`config.mk`:
```
export PLATFORM = sky130hd
export DESIGN_NAME = ifdc_frame_fsm
export DESIGN_NICKNAME = d
export VERILOG_FILES = /design/src/hdl/ifdc_pkg.sv /design/src/hdl/ifdc_frame_fsm.sv
export SDC_FILE = /design/constraint.sdc
export NUM_CORES = 1
export LEC_CHECK = 0
export ABC_AREA = 1
export BUFFER_PORTS_ARGS = -buffer_cell sky130_fd_sc_hd__buf_2
export CAP_MARGIN = 25
export CORE_MARGIN = 4
export CORE_UTILIZATION = 55
export DETAILED_ROUTE_END_ITERATION = 6
export GPL_ROUTABILITY_DRIVEN = 0
export HOLD_SLACK_MARGIN = 0.1
export PLACE_DENSITY = 0.78
export SYNTH_ARGS = -nofsm -noshare
export SYNTH_HDL_FRONTEND = slang
export SYNTH_SLANG_ARGS = --single-unit
```
`constraint.sdc`:
```
create_clock -name i_clk -period 5.3 [get_ports i_clk]
set_input_delay 0.53 -clock i_clk [delete_from_list [all_inputs] [get_ports i_clk]]
set_output_delay 0.53 -clock i_clk [all_outputs]
set_load 0.02 [all_outputs]
```
`src/hdl/ifdc_pkg.sv`:
```
// Package for the I-frame deframer and checker: line codes, verdict codes
// and the result record. No dependencies; used by every file but ifdc_if.sv.
`timescale 1ns / 1ps

package ifdc_pkg;

    localparam logic [7:0] FLAG_BYTE = 8'h7E;
    localparam logic [7:0] ESC_BYTE  = 8'h7D;
    localparam logic [7:0] ESC_FLAG  = 8'h5E;
    localparam logic [7:0] ESC_ESC   = 8'h5D;
    localparam logic [7:0] SEQ_BIT   = 8'h40;
    localparam logic [7:0] CTRL_SEQ0 = 8'h00;

    localparam logic [7:0] ADDR_RESET = 8'h03;

    // Reply control bytes, by the sequence number of the received frame.
    localparam logic [7:0] RR_SEQ0  = 8'h85;
    localparam logic [7:0] RR_SEQ1  = 8'h05;
    localparam logic [7:0] REJ_SEQ0 = 8'h81;
    localparam logic [7:0] REJ_SEQ1 = 8'h01;

    localparam logic       KIND_DATA    = 1'b0;
    localparam logic       KIND_VERDICT = 1'b1;

    localparam logic [1:0] STATUS_NEW   = 2'd0;
    localparam logic [1:0] STATUS_DUP   = 2'd1;
    localparam logic [1:0] STATUS_ERROR = 2'd2;
    localparam logic [1:0] STATUS_EMPTY = 2'd3;

    localparam logic [15:0] COUNT_MAX = 16'hFFFF;

    typedef struct packed {
        logic        kind;
        logic [7:0]  data_byte;
        logic [1:0]  status;
        logic        send_response;
        logic [7:0]  response_ctrl;
        logic [15:0] payload_count;
    } t_result;

endpackage

```
`src/hdl/ifdc_frame_fsm.sv`:
```
// Frame state machine: flag hunt, header check, destuffing and verdict.
// Depends on ifdc_pkg; instantiated by iframe_deframer_checker.
`timescale 1ns / 1ps

module ifdc_frame_fsm (
    input  logic             i_clk,
    input  logic             i_rst_n,
    input  logic             i_cfg_we,
    input  logic [7:0]       i_cfg_data,
    input  logic             i_take,
    input  logic [7:0]       i_byte,
    output logic             o_res_valid,
    output ifdc_pkg::t_result o_res
);
    import ifdc_pkg::*;

    localparam logic [2:0] ST_HUNT = 3'd0;
    localparam logic [2:0] ST_FLAG = 3'd1;
    localparam logic [2:0] ST_ADDR = 3'd2;
    localparam logic [2:0] ST_CTRL = 3'd3;
    localparam logic [2:0] ST_HDR  = 3'd4;
    localparam logic [2:0] ST_DATA = 3'd5;

    logic [2:0]  r_state, n_state;
    logic [7:0]  r_addr;
    logic        r_seq_rx, n_seq_rx;
    logic        r_esc, n_esc;
    logic [7:0]  r_held, n_held;
    logic        r_held_v, n_held_v;
    logic [7:0]  r_check, n_check;
    logic [15:0] r_count, n_count;
    logic        r_exp_seq, n_exp_seq;

    // Frame context seen by the payload path; the first payload byte
    // starts from a cleared frame.
    logic        e_esc, e_held_v;
    logic [7:0]  e_held, e_check;
    logic [15:0] e_count;

    logic        dp_take, dp_esc;
    logic [7:0]  dp_val;
    logic [7:0]  hdr_expect;

    always_comb begin
        if (r_state == ST_HDR) begin
            e_esc    = 1'b0;
            e_held   = 8'h00;
            e_held_v = 1'b0;
            e_check  = 8'h00;
            e_count  = 16'd0;
        end else begin
            e_esc    = r_esc;
            e_held   = r_held;
            e_held_v = r_held_v;
            e_check  = r_check;
            e_count  = r_count;
        end
    end

    // Destuffing: an unknown escaped byte is dropped along with its escape.
    always_comb begin
        dp_take = 1'b0;
        dp_esc  = 1'b0;
        dp_val  = i_byte;
        if (e_esc) begin
            if (i_byte == ESC_FLAG) begin
                dp_take = 1'b1;
                dp_val  = FLAG_BYTE;
            end else if (i_byte == ESC_ESC) begin
                dp_take = 1'b1;
                dp_val  = ESC_BYTE;
            end
        end else if (i_byte == ESC_BYTE) begin
            dp_esc = 1'b1;
        end else begin
            dp_take = 1'b1;
        end
    end

    assign hdr_expect = r_addr ^ (r_seq_rx ? SEQ_BIT : CTRL_SEQ0);

    always_comb begin
        n_state     = r_state;
        n_seq_rx    = r_seq_rx;
        n_esc       = r_esc;
        n_held      = r_held;
        n_held_v    = r_held_v;
        n_check     = r_check;
        n_count     = r_count;
        n_exp_seq   = r_exp_seq;
        o_res_valid = 1'b0;
        o_res       = '0;

        if (i_take) begin
            unique case (r_state)
                ST_FLAG: begin
                    if (i_byte == r_addr) begin
                        n_state = ST_ADDR;
                    end else if (i_byte != FLAG_BYTE) begin
                        n_state = ST_HUNT;
                    end
                end
                ST_ADDR: begin
                    if (i_byte == CTRL_SEQ0 || i_byte == SEQ_BIT) begin
                        n_seq_rx = i_byte[6];
                        n_state  = ST_CTRL;
                    end else if (i_byte == FLAG_BYTE) begin
                        n_state = ST_FLAG;
                    end else begin
                        n_state = ST_HUNT;
                    end
                end
                ST_CTRL: begin
                    if (i_byte == hdr_expect) begin
                        n_esc    = 1'b0;
                        n_held   = 8'h00;
                        n_held_v = 1'b0;
                        n_check  = 8'h00;
                        n_count  = 16'd0;
                        n_state  = ST_HDR;
                    end else begin
                        n_state = ST_HUNT;
                    end
                end
                ST_HDR, ST_DATA: begin
                    if (i_byte == FLAG_BYTE) begin
                        if (r_state == ST_HDR) begin
                            n_state = ST_FLAG;
                        end else begin
                            o_res_valid   = 1'b1;
                            o_res.kind    = KIND_VERDICT;
                            priority if (!r_held_v) begin
                                o_res.status = STATUS_EMPTY;
                            end else if (r_held == r_check) begin
                                o_res.send_response = 1'b1;
                                o_res.response_ctrl = r_seq_rx ? RR_SEQ1 : RR_SEQ0;
                                o_res.payload_count = r_count;
                                if (r_seq_rx != r_exp_seq) begin
                                    o_res.status = STATUS_DUP;
                                end else begin
                                    o_res.status = STATUS_NEW;
                                    n_exp_seq    = ~r_exp_seq;
                                end
                            end else begin
                                o_res.status        = STATUS_ERROR;
                                o_res.send_response = 1'b1;
                                o_res.response_ctrl = r_seq_rx ? REJ_SEQ1 : REJ_SEQ0;
                                o_res.payload_count = r_count;
                            end
                            n_esc    = 1'b0;
                            n_held   = 8'h00;
                            n_held_v = 1'b0;
                            n_check  = 8'h00;
                            n_count  = 16'd0;
                            n_state  = ST_HUNT;
                        end
                    end else begin
                        n_state  = ST_DATA;
                        n_esc    = dp_esc;
                        n_held   = dp_take ? dp_val : e_held;
                        n_held_v = e_held_v | dp_take;
                        n_check  = e_check;
                        n_count  = e_count;
                        if (dp_take && e_held_v) begin
                            o_res_valid     = 1'b1;
                            o_res.kind      = KIND_DATA;
                            o_res.data_byte = e_held;
                            n_check         = e_check ^ e_held;
                            n_count = (e_count != COUNT_MAX) ? e_count + 16'd1 : e_count;
                        end
                    end
                end
                default: begin
                    n_state = (i_byte == FLAG_BYTE) ? ST_FLAG : ST_HUNT;
                end
            endcase
        end
    end

    always_ff @(posedge i_clk) begin
        if (!i_rst_n) begin
            r_state   <= ST_HUNT;
            r_addr    <= ADDR_RESET;
            r_seq_rx  <= 1'b0;
            r_esc     <= 1'b0;
            r_held    <= 8'h00;
            r_held_v  <= 1'b0;
            r_check   <= 8'h00;
            r_count   <= 16'd0;
            r_exp_seq <= 1'b0;
        end else begin
            r_state   <= n_state;
            r_addr    <= i_cfg_we ? i_cfg_data : r_addr;
            r_seq_rx  <= n_seq_rx;
            r_esc     <= n_esc;
            r_held    <= n_held;
            r_held_v  <= n_held_v;
            r_check   <= n_check;
            r_count   <= n_count;
            r_exp_seq <= n_exp_seq;
        end
    end

endmodule

```
Word-level counts from Yosys, hierarchy flattened
Index checks and enable logic that the tools add are counted.
{"block": "classes", "n_addsub": 1, "eq_ne": 19, "mux": 61, "bitwise": 6, "n_reduce_logical": 9}
{"cell": "$mux 8", "n": 15}
{"cell": "$mux 16", "n": 6}
{"cell": "$mux 27", "n": 3}
{"cell": "$mux 36", "n": 2}
{"cell": "$eq 8x7->1 const B", "n": 5}
{"cell": "$pmux 16 s2", "n": 1}
{"cell": "$pmux 8 s2", "n": 2}
{"cell": "$mux 25", "n": 1}
{"cell": "$eq 8x8->1", "n": 3}
{"cell": "$mux 1", "n": 21}
{"cell": "$add 16x1->16 const B", "n": 1}
{"cell": "$ne 16x16->1 const B", "n": 1}
{"cell": "$mux 3", "n": 4}
{"cell": "$pmux 3 s4", "n": 1}
{"cell": "$logic_not 8->1", "n": 1}
{"cell": "$ne 8x7->1 const B", "n": 1}
{"cell": "$xor 8x7->8", "n": 1}
{"cell": "$xor 8x8->8", "n": 1}
{"cell": "$mux 7", "n": 1}
{"cell": "$reduce_and 7->1", "n": 1}
{"cell": "$eq 3x2->1 const B", "n": 2}
{"cell": "$eq 3x3->1 const B", "n": 2}
{"cell": "$ne 3x3->1 const B", "n": 2}
{"cell": "$mux 2", "n": 2}
{"cell": "13 further kinds", "n": 16}
{"block": "totals", "ff_bits": 47, "out_inout_bits": 37, "elab_cells": 105}

Logic depth before layout (Yosys ltp)
Gate-level depths: netlist of the first run.
{"block": "logic_depth", "word_depth": 9, "mapped_depth": 14, "ltp_nobuf": 14}

Worst setup path before layout of the first run
OpenSTA, ideal clock, no wires.
{"block": "synth_path", "kind": "input port to output port", "startpoint": "input i_byte[7]", "endpoint": "output o_res[18] (netlist name)", "arrival_ps": 2140, "setup_slack_ps": 2630, "path_stages": 7, "cell_sequence": "inv_1 > nand2_1 > nor3_4 > nand3_2 > nor2_1 > inv_2 > nor3_1"}
{"element": "from (decl)", "line_no": "ifdc_frame_fsm.sv:11", "source": "input logic [7:0] i_byte,"}
{"element": "to (decl)", "line_no": "ifdc_frame_fsm.sv:13", "source": "output ifdc_pkg::t_result o_res"}

==> results_dict.tcl, run 1 <==
set metrics [dict create \
    drive_gt1_share_pct 16.9 \
    finClkSkew_ns 0.00683 \
    synthCells 546 \
    worstPathMaxFanout 42 \
    p_leak_nw 1.56 \
    worstSetupPathType "reg2out" \
    wl_per_cell_um 12.2 \
    reg2reg_slack_ns 2.49 \
    setup_viol 0 \
    die_area_sq_um 7480 \
    cp-end-kind "output port" \
    synth_commonest_cells "nand2_1, nor2_1, inv_1" \
    crit_arrival_ns 2.69 \
    status "complete, no violations" \
    portBuffers 51 \
    hpwl_mm 5.77 \
    critPathRequiredTime_ns 4.77 \
    ys_seq_area_share_pct 27.8 \
    clock_path_buffers 2 \
    clock_latency_ns 0.31 \
    clkTransAtPathRegs_ns 0.09 \
    antenna_cells 0 \
    instances_no_fill 660 \
    synth_top_area_share_pct 27.8 \
    rsz0062_at_grt "false" \
    grt_max_degree 43 \
    utilization_pct 61.8 \
    post_cts_resized 0 \
    first_pass_iters 6 \
    antenna_found_initial 0 \
    synth.distinct_cells 35 \
    ff2ff_path_depth 13 \
    io_pins 57 \
    p_per_area_nw_per_um2 171 \
    clock-sinks 47 \
    ant_nets 0 \
    htreeDepth 2 \
    grt-ovfl-total 0 \
    vias_per_cell 5.24 \
    ys_ff_latch 47 \
    synth_area_sq_um 3390 \
    maxSlewHeadroom_pct 63.7 \
    start_util_pct 56.9 \
    numCtsBuffers 5 \
    power_mw 0.629 \
    synth_top_cell_by_area "dfxtp_1" \
    grt_pass1_wl_mm 13.4 \
    grt_util_met2_pct 38.9 \
    endpoint "o_res[31]" \
    track_usage_pct 21.8 \
    drtIter0Drc 205 \
    place_inst 651 \
    startpoint "r_state[0]" \
    cts_root_buf "clkbuf_8" \
    timing.fmax_ghz 0.311 \
    placementRows 28 \
    layout.nets 605 \
    vias 3458 \
    hold_viol 0 \
    r2r_start "r_state[0]" \
    die_x_um 86.5 \
    drv_cap 0 \
    cts_setup_buffers 0 \
    yosysWarningCount 0 \
    tritoncts "done" \
    top_usage_layer "met2" \
    die_y_um 86.5 \
    synthTopCellsByArea "dfxtp_1, nand2_1, nand3_1" \
    coreArea_sq_um 5960 \
    synthArstFlopShare_pct 0 \
    areaGrowthSynthToFinish_pct 8.53 \
    tns_ns 0 \
    tightest_slew_ns 0.539 \
    fin_crit_sh_pct 60.7 \
    ir_drop_mv 0.118 \
    cts_hold_buf 0 \
    grt_pass1_vias 3034 \
    hold_path_class "in2reg" \
    synthFlopType "dfxtp_1" \
    finalCriticalPeriod_ns 3.22 \
    regToRegEndpoint "r_count[0]" \
    yosysMostFrequentCell "nand2_1" \
    dp_slack_ns 2.42 \
    drc 0 \
    crit_path_start_kind "register" \
    synth_edf_count 0 \
    avgSynthCellArea_sq_um 6.21 \
    wl_mm 8.03 \
    drv_slew 0 \
    grtUsageMet1_pct 27.7 \
    grtUsageMet3_pct 2.85 \
    timing.final.ws_setup_ns 2.08 \
]
[metal layers]
metal / vias to the layer above / wire length (um)
li1: 1806 / -
met1: 1551 / 3560
met2: 92 / 3960
met3: 9 / 399
met4: 0 / 99
met5: - / 0
[how the worst min path moves through the flow]
stage / start / end / cells after the start / slack, ns
final: i_cfg_data[1] / r_addr[1] / 3 / 0.43
after global routing: i_cfg_data[1] / r_addr[1] / 3 / 0.43
after detailed placement: r_addr[1] / r_addr[1] / 2 / 0.46
after floorplan: r_addr[2] / r_addr[2] / 2 / 0.45
after CTS: i_cfg_data[1] / r_addr[1] / 3 / 0.42
after global placement: r_addr[5] / r_addr[5] / 2 / 0.46
[critical path, cell delays in order, from the launching register on]
cell	delay [ns]
dfxtp_1	0.42
nor2_2	0.07
nand2_4	0.37
inv_2	0.19
nor2_1	0.21
nand3_4	0.30
inv_1	0.23
nand2_1	0.23
nor2_1	0.16
buf_2	0.18
[flip-flops by register name, summed over array words and instances, names as in the netlist]
signal,flops
r_addr,8
r_state,3
r_check,8
r_seq_rx,1
r_count,16
r_held_v,1
r_esc,1
r_exp_seq,1
r_held,8
[layout make-up]
| type | count | area (sq um) |
|---|---|---|
| Fill cell | 596 | 2280 |
| Multi-Input combinational cell | 405 | 1990 |
| Sequential cell | 47 | 941 |
| Timing Repair Buffer | 53 | 290 |
| Inverter | 72 | 270 |
| Tap cell | 75 | 93.8 |
| Clock buffer | 5 | 68.8 |
| Clock inverter | 3 | 20.0 |
[cell usage in the layout (no fill, tap or decap), types with 3 or more instances in the layout]
cell type and count:
nand2_1 139, nor2_1 67, inv_1 65, nand3_1 54
buf_2 51, dfxtp_1 47, a21oi_1 46, o21ai_0 26
nor2_2 11, xnor2_1 8, nand4_1 8, inv_2 7
nand3_2 7, xor2_1 6, nor3_1 6, conb_1 5
clkbuf_8 5, nor2_4 3
[where the power goes]
| part | total (mW) | switching, mW | internal [mW] |
|---|---|---|---|
| Combinational | 0.0460 | 0.0299 | 0.0161 |
| Sequential | 0.360 | 0.00272 | 0.357 |
| Clock | 0.223 | 0.131 | 0.0921 |
| Total | 0.629 | 0.163 | 0.466 |
[cell families after synthesis]
family | count (synthesis) | synth area share, %
xor+xnor | 14 | 3.62
fa+ha+maj | 1 | 0.369
simple gates | 309 | 43.0
compound gates | 76 | 11.3
buf+inv | 98 | 13.8
flops | 47 | 27.8
other cells | 1 | 0.111
[stage by stage]
stage	hold WS [ns]	cell area (sq um)
4_1_cts	0.416	3650
2_1_floorplan	0.447	3400
3_5_place_dp	0.462	3560
5_1_grt	0.427	3680
6_report	0.428	3680
3_3_place_gp	0.458	3560
Note: power is estimated with default switching activity, not from simulation.
==> run 2: changes to the inputs <==
Settings changed: ABC_AREA 1 to 0, CORE_UTILIZATION 55 to 51, PLACE_DENSITY 0.78 to 0.77.
Clock period 5.3 ns to 2.58 ns, I/O delays scaled along.
==> run 2 against run 1 <==
Die area is 0.44% lower; first-iteration DRC count grew 60%; register-to-register slack got worse by 2.3 ns; setup slack lost 2.0 ns; utilization is 1.2 points lower; via count down 10%; non-clock buffer count rose by 17; total power grew 110%; count of clock-buffer cells in the layout up 3; critical path type unchanged; critical path depth shrank 3; sequential share of layout area grew 0.71 points; synthesized cell count is 27% lower.
==> results_dict.tcl, run 2 <==
set metrics [dict create \
    slowest_delay_ns 0.42 \
    drc 0 \
    antenna_cells 0 \
    rsz0062_at_grt "false" \
    fillCellCount 549 \
    die_x_um 86.3 \
    cts_setup_buffers 0 \
    status "complete, no violations" \
    die_y_um 86.3 \
    cts_root_buf "clkbuf_8" \
    multi_input_area_sq_um 2030 \
    instances_no_fill 524 \
    fin_crit_sh_pct 95.5 \
    setup_viol 0 \
    cpMaxStageDelayCell "dfxtp_2" \
    hold_path_class "in2reg" \
    clock-sinks 47 \
    finClkSkew_ns 0.00652 \
    clock_path_buffers 2 \
    tns_ns 0 \
    antenna_found_initial 0 \
    first_pass_iters 5 \
    drv_cap 0 \
    start_util_pct 52.8 \
    portBuffers 51 \
    final_common_cell "buf_2" \
    placementRows 28 \
    areaGrowthSynthToFinish_pct 14.7 \
    synthCells 397 \
    critPathRequiredTime_ns 2.32 \
    finalCriticalPeriod_ns 2.46 \
    die_area_sq_um 7450 \
    vias 3110 \
    timing.fmax_ghz 0.406 \
    regArea_sq_um 943 \
    drive_gt1_share_pct 20.5 \
    drtIter0Drc 329 \
    ys_seq_area_share_pct 30.1 \
    cts_hold_buf 0 \
    synthTopCellsByArea "dfxtp_1, nand2_1, and2_1" \
    most-common-layout-cells "buf_2, dfxtp_1, nand2_1, nor2_1, and2_1" \
    crit_arrival_ns 2.21 \
    r2r_start "r_state[2]" \
    synth_edf_count 0 \
    grt-ovfl-total 0 \
    worstPathMaxFanout 10 \
    tritoncts "done" \
    hpwl_mm 5.99 \
    yosysMostFrequentCell "dfxtp_1" \
    grt_max_degree 19 \
    regMostFlops "r_count" \
    vias_per_cell 5.94 \
    grt_pass1_vias 2831 \
    wl_mm 7.95 \
    ant_nets 0 \
    crit_path_start_kind "register" \
    hold_viol 0 \
    synth_top_cell_by_area "dfxtp_1" \
    hp-start "i_cfg_data[1]" \
    startpoint "r_state[2]" \
    maxSlewHeadroom_pct 35.3 \
    path_buf_inv 1 \
    track_usage_pct 22.0 \
    synth_area_sq_um 3130 \
    clock_latency_ns 0.30 \
    drv_slew 0 \
    htreeDepth 2 \
    layout.nets 469 \
    synth_commonest_cells "dfxtp_1, nand2_1, nor2_1" \
    p_per_area_nw_per_um2 371 \
    cp.depth 6 \
    worstSetupPathType "reg2out" \
    synth_top_area_share_pct 30.1 \
    synth.distinct_cells 66 \
    tightest_slew_ns 0.966 \
    p_leak_nw 1.48 \
    cp-end-kind "output port" \
    largest_reg_flops 16 \
    numCtsBuffers 5 \
    clkTransAtPathRegs_ns 0.08 \
    hold_depth 3 \
    synthArstFlopShare_pct 0 \
    synthFlopType "dfxtp_1" \
    grt_pass1_wl_mm 13.5 \
    ir_drop_mv 0.293 \
    wl_per_cell_um 15.2 \
    io_pins 57 \
    crit_family "compound AO/OA/AOI/OAI gates" \
    yosysWarningCount 0 \
    crit_path_cell_trace "or3b_1, and2_4, o21ai_4, o21ai_1, a21oi_1, buf_2" \
    ys_ff_latch 47 \
    avgSynthCellArea_sq_um 7.88 \
    place_inst 516 \
    coreArea_sq_um 5920 \
    ff2ff_path_depth 6 \
]
[run 2: changes by cell type after synthesis, moves of 11 or more]
cell / delta
nand3_1: -33
and2_1: +25
nor2b_1: +18
nor2_1: -37
inv_1: -59
nor2_2: -11
a21oi_1: -36
nand2_1: -95
o211ai_1: +19
[run 2: cell type report]
class / instances / area share, %
sequential: 47 / 26.3
inverter: 6 / 0.628
multi-input combinational: 318 / 56.6
timing repair buffer: 70 / 11.1
tap: 75 / 2.62
clock buffer: 8 / 2.79
[run 2: metal layers]
layer	vias up	GRT usage [%]	share of wire, %
met5	-	0	0
li1	1529	-	-
met2	101	36.4	49
met3	15	3.23	5.2
met4	0	7.65	2.0
met1	1465	29.3	44
[run 2: where the power goes]
group | total, mW | switching [mW] | internal, mW | leakage [nW]
logic | 0.105 | 0.0631 | 0.0416 | 1.05
clock network | 0.483 | 0.238 | 0.245 | 0.0515
registers | 0.743 | 0.00900 | 0.734 | 0.381
total | 1.33 | 0.310 | 1.02 | 1.48
[run 2: final timing paths]
check	to	slack, ns
hold / removal	r_addr[1]	0.18
hold reg to reg	r_esc	0.50
setup / recovery	o_res_valid	0.12
setup reg to reg	r_count[6]	0.22
[run 2: timing repair]
action	4_1_cts	5_1_grt
cloned	0	0
resized for setup	1	3
hold endpoints to repair	0	0
endpoints found under the setup margin	8	18
[run 2: stage by stage]
stage | util [%] | total power [mW] | cell area [sq um] | worst slack (ns) | hold slack [ns]
3_5_place_dp | 58.7 | 0.864 | 3480 | 0.146 | 0.480
4_1_cts | 60.5 | 1.34 | 3580 | 0.00192 | 0.174
6_report | 60.6 | 1.33 | 3590 | 0.115 | 0.179
5_1_grt | 60.6 | 1.40 | 3590 | 0.00884 | 0.198
2_1_floorplan | - | 0.833 | 3140 | 0.277 | 0.348
3_3_place_gp | 58.7 | 0.861 | 3480 | 0.210 | 0.465
[run 2: worst reg2reg max path, stage by stage (launching register included)]
cell and delay (ns):
dfxtp_2 0.42, or3b_1 0.40, and2_4 0.21, o21ai_4 0.22, or2_1 0.44, nand2_1 0.26
o311ai_1 0.33
[run 2: kinds of logic after synthesis]
group           after synthesis  synth area share [%]
simple gates                195                  34.1
compound gates               89                  20.9
flops                        47                  30.1
buf+inv                      36                  5.72
xor+xnor                     19                  5.76
mux                           9                  2.88
fa+ha+maj                     1                 0.400
other cells                   1                 0.120
==> run 3: changes to the inputs <==
==> constraint.sdc (replaced) <==
create_clock -name i_clk -period 2.58 [get_ports i_clk]
set_input_delay 0 -clock i_clk [delete_from_list [all_inputs] [get_ports i_clk]]
set_output_delay 0 -clock i_clk [all_outputs]
set_load 0.02 [all_outputs]
==> run 3 against run 2 <==
Die area unchanged; flip-flop and latch count unchanged; routed wire length up 8.9%; cell count up 3.8%; critical endpoint is now o_res[28]; largest power group unchanged.
==> results_dict.tcl, run 3 (same netlist as run 2, synthesis figures left out) <==
set metrics [dict create \
    crit_family "simple AND/OR/NAND/NOR gates" \
    drtIter0Drc 329 \
    crit_path_cell_trace "or3b_1, and2_4, o21ai_4, o21ai_4, nor2_2, and2_1, buf_2" \
    ff2ff_path_depth 6 \
    wl_per_cell_um 15.9 \
    placementRows 28 \
    hpwl_mm 6.08 \
    cp-end-kind "output port" \
    timing.fmax_ghz 0.412 \
    hold_path_class "in2reg" \
    status "complete, no violations" \
    grt-ovfl-total 0 \
    hold_viol 0 \
    setup_viol 0 \
    tns_ns 0 \
    cts_root_buf "clkbuf_8" \
    drive_gt1_share_pct 19.6 \
    cpMaxStageDelayCell "dfxtp_1" \
    die_x_um 86.3 \
    numCtsBuffers 5 \
    wl_met2_mm 4.44 \
    final_common_cell "buf_2" \
    hp-start "i_cfg_we" \
    r2r_start "r_state[2]" \
    cp.depth 7 \
    finClkSkew_ns 0.00640 \
    crit_arrival_ns 2.43 \
    crit_path_start_kind "register" \
    ant_nets 0 \
    clock-sinks 47 \
    hold_slack_ns 0.121 \
    cts_setup_buffers 0 \
    critPathRequiredTime_ns 2.58 \
    p_per_area_nw_per_um2 357 \
    hold-path-endpoint "r_addr[3]" \
    grt_pass1_wl_mm 14.9 \
    layout.nets 489 \
    antenna_cells 0 \
    fin_crit_sh_pct 94.1 \
    clock_path_buffers 2 \
    grt_pass1_vias 3222 \
    p_leak_nw 1.56 \
    drv_cap 0 \
    path_buf_inv 1 \
    first_pass_iters 4 \
    regMostFlops "r_count" \
    portBuffers 51 \
    areaGrowthSynthToFinish_pct 21.3 \
    maxSlewHeadroom_pct 49.6 \
    clkTransAtPathRegs_ns 0.10 \
    fillCellCount 497 \
    track_usage_pct 24.3 \
    regToRegEndpoint "r_count[6]" \
    vias 3232 \
    die_y_um 86.3 \
    die_area_sq_um 7450 \
    met1_length_mm 3.59 \
    drc 0 \
    worstSetupPathType "reg2out" \
    htreeDepth 2 \
    io_pins 57 \
    largest_reg_flops 16 \
    antenna_found_initial 0 \
    most-common-layout-cells "buf_2, dfxtp_1, nand2_1, nor2_1, and2_1" \
    finalCriticalPeriod_ns 2.43 \
    drv_slew 0 \
    top_layer "met4" \
    wl_mm 8.66 \
    cpMostUsedCell "o21ai_4" \
    tightest_slew_ns 0.753 \
    coreArea_sq_um 5920 \
    clock_latency_ns 0.31 \
    vias_per_cell 5.94 \
    regArea_sq_um 942 \
    tritoncts "done" \
    reg2reg_slack_ns 0.20 \
    start_util_pct 52.8 \
    ir_drop_mv 0.376 \
    multi_input_area_sq_um 2040 \
    dr_wl_met3_um 387 \
    grt_max_degree 19 \
    slowest_delay_ns 0.49 \
    hold_depth 3 \
    rsz0062_at_grt "false" \
    worstPathMaxFanout 13 \
]
-- run 3: timing repair --
item | in CTS | in global routing
endpoints found under the setup margin | 5 | 19
resized for setup | 1 | 4
hold buffers | 21 | 0
hold endpoints to repair | 20 | 0
-- run 3: layout make-up --
class                           instances  share of cell area [%]
Clock buffer                            5                    1.81
Clock inverter                          3                   0.627
Inverter                                6                   0.594
Multi-Input combinational cell        318                    53.8
Sequential cell                        47                    24.8
Tap cell                               75                    2.47
Timing Repair Buffer                   90                    15.8
-- run 3: how the worst max path moves through the flow --
stage / startpoint / end / slack (ns)
floorplan: r_state[2] / r_count[6] / 0.28
global placement: r_state[2] / r_count[6] / 0.33
detailed placement: r_state[2] / r_count[6] / 0.21
CTS: i_byte[7] / o_res[34] / 0.10
global route: r_state[2] / r_count[3] / 0.003
finish: r_state[2] / o_res[28] / 0.15
-- run 3: worst reg2reg max path, stage by stage, from the launching register on --
cell	delay, ns
dfxtp_1	0.49
or3b_1	0.41
and2_4	0.21
o21ai_4	0.25
or2_1	0.38
nand2_1	0.24
o311ai_1	0.31
-- run 3: metrics by stage --
step	cell area (sq um)	util, %	std cells	power, mW	worst slack, ns
after floorplan	3140	-	401	0.833	0.277
after global placement	3470	58.6	515	0.861	0.332
after detailed placement	3470	58.6	515	0.864	0.210
after CTS	3780	63.8	544	1.36	0.102
after global routing	3790	64.1	544	1.40	0.00264
final	3790	64.1	544	1.35	0.151
-- run 3: metal layers --
layer	track usage, %	vias up
met2	43.8	91
met1	28.5	1539
li1	-	1580
met4	9.07	0
met5	0	-
met3	4.75	22
-- run 3: report_power, final --
| group | internal [mW] | switching, mW |
|---|---|---|
| registers | 0.734 | 0.00883 |
| logic | 0.0615 | 0.0732 |
| clock network | 0.194 | 0.281 |
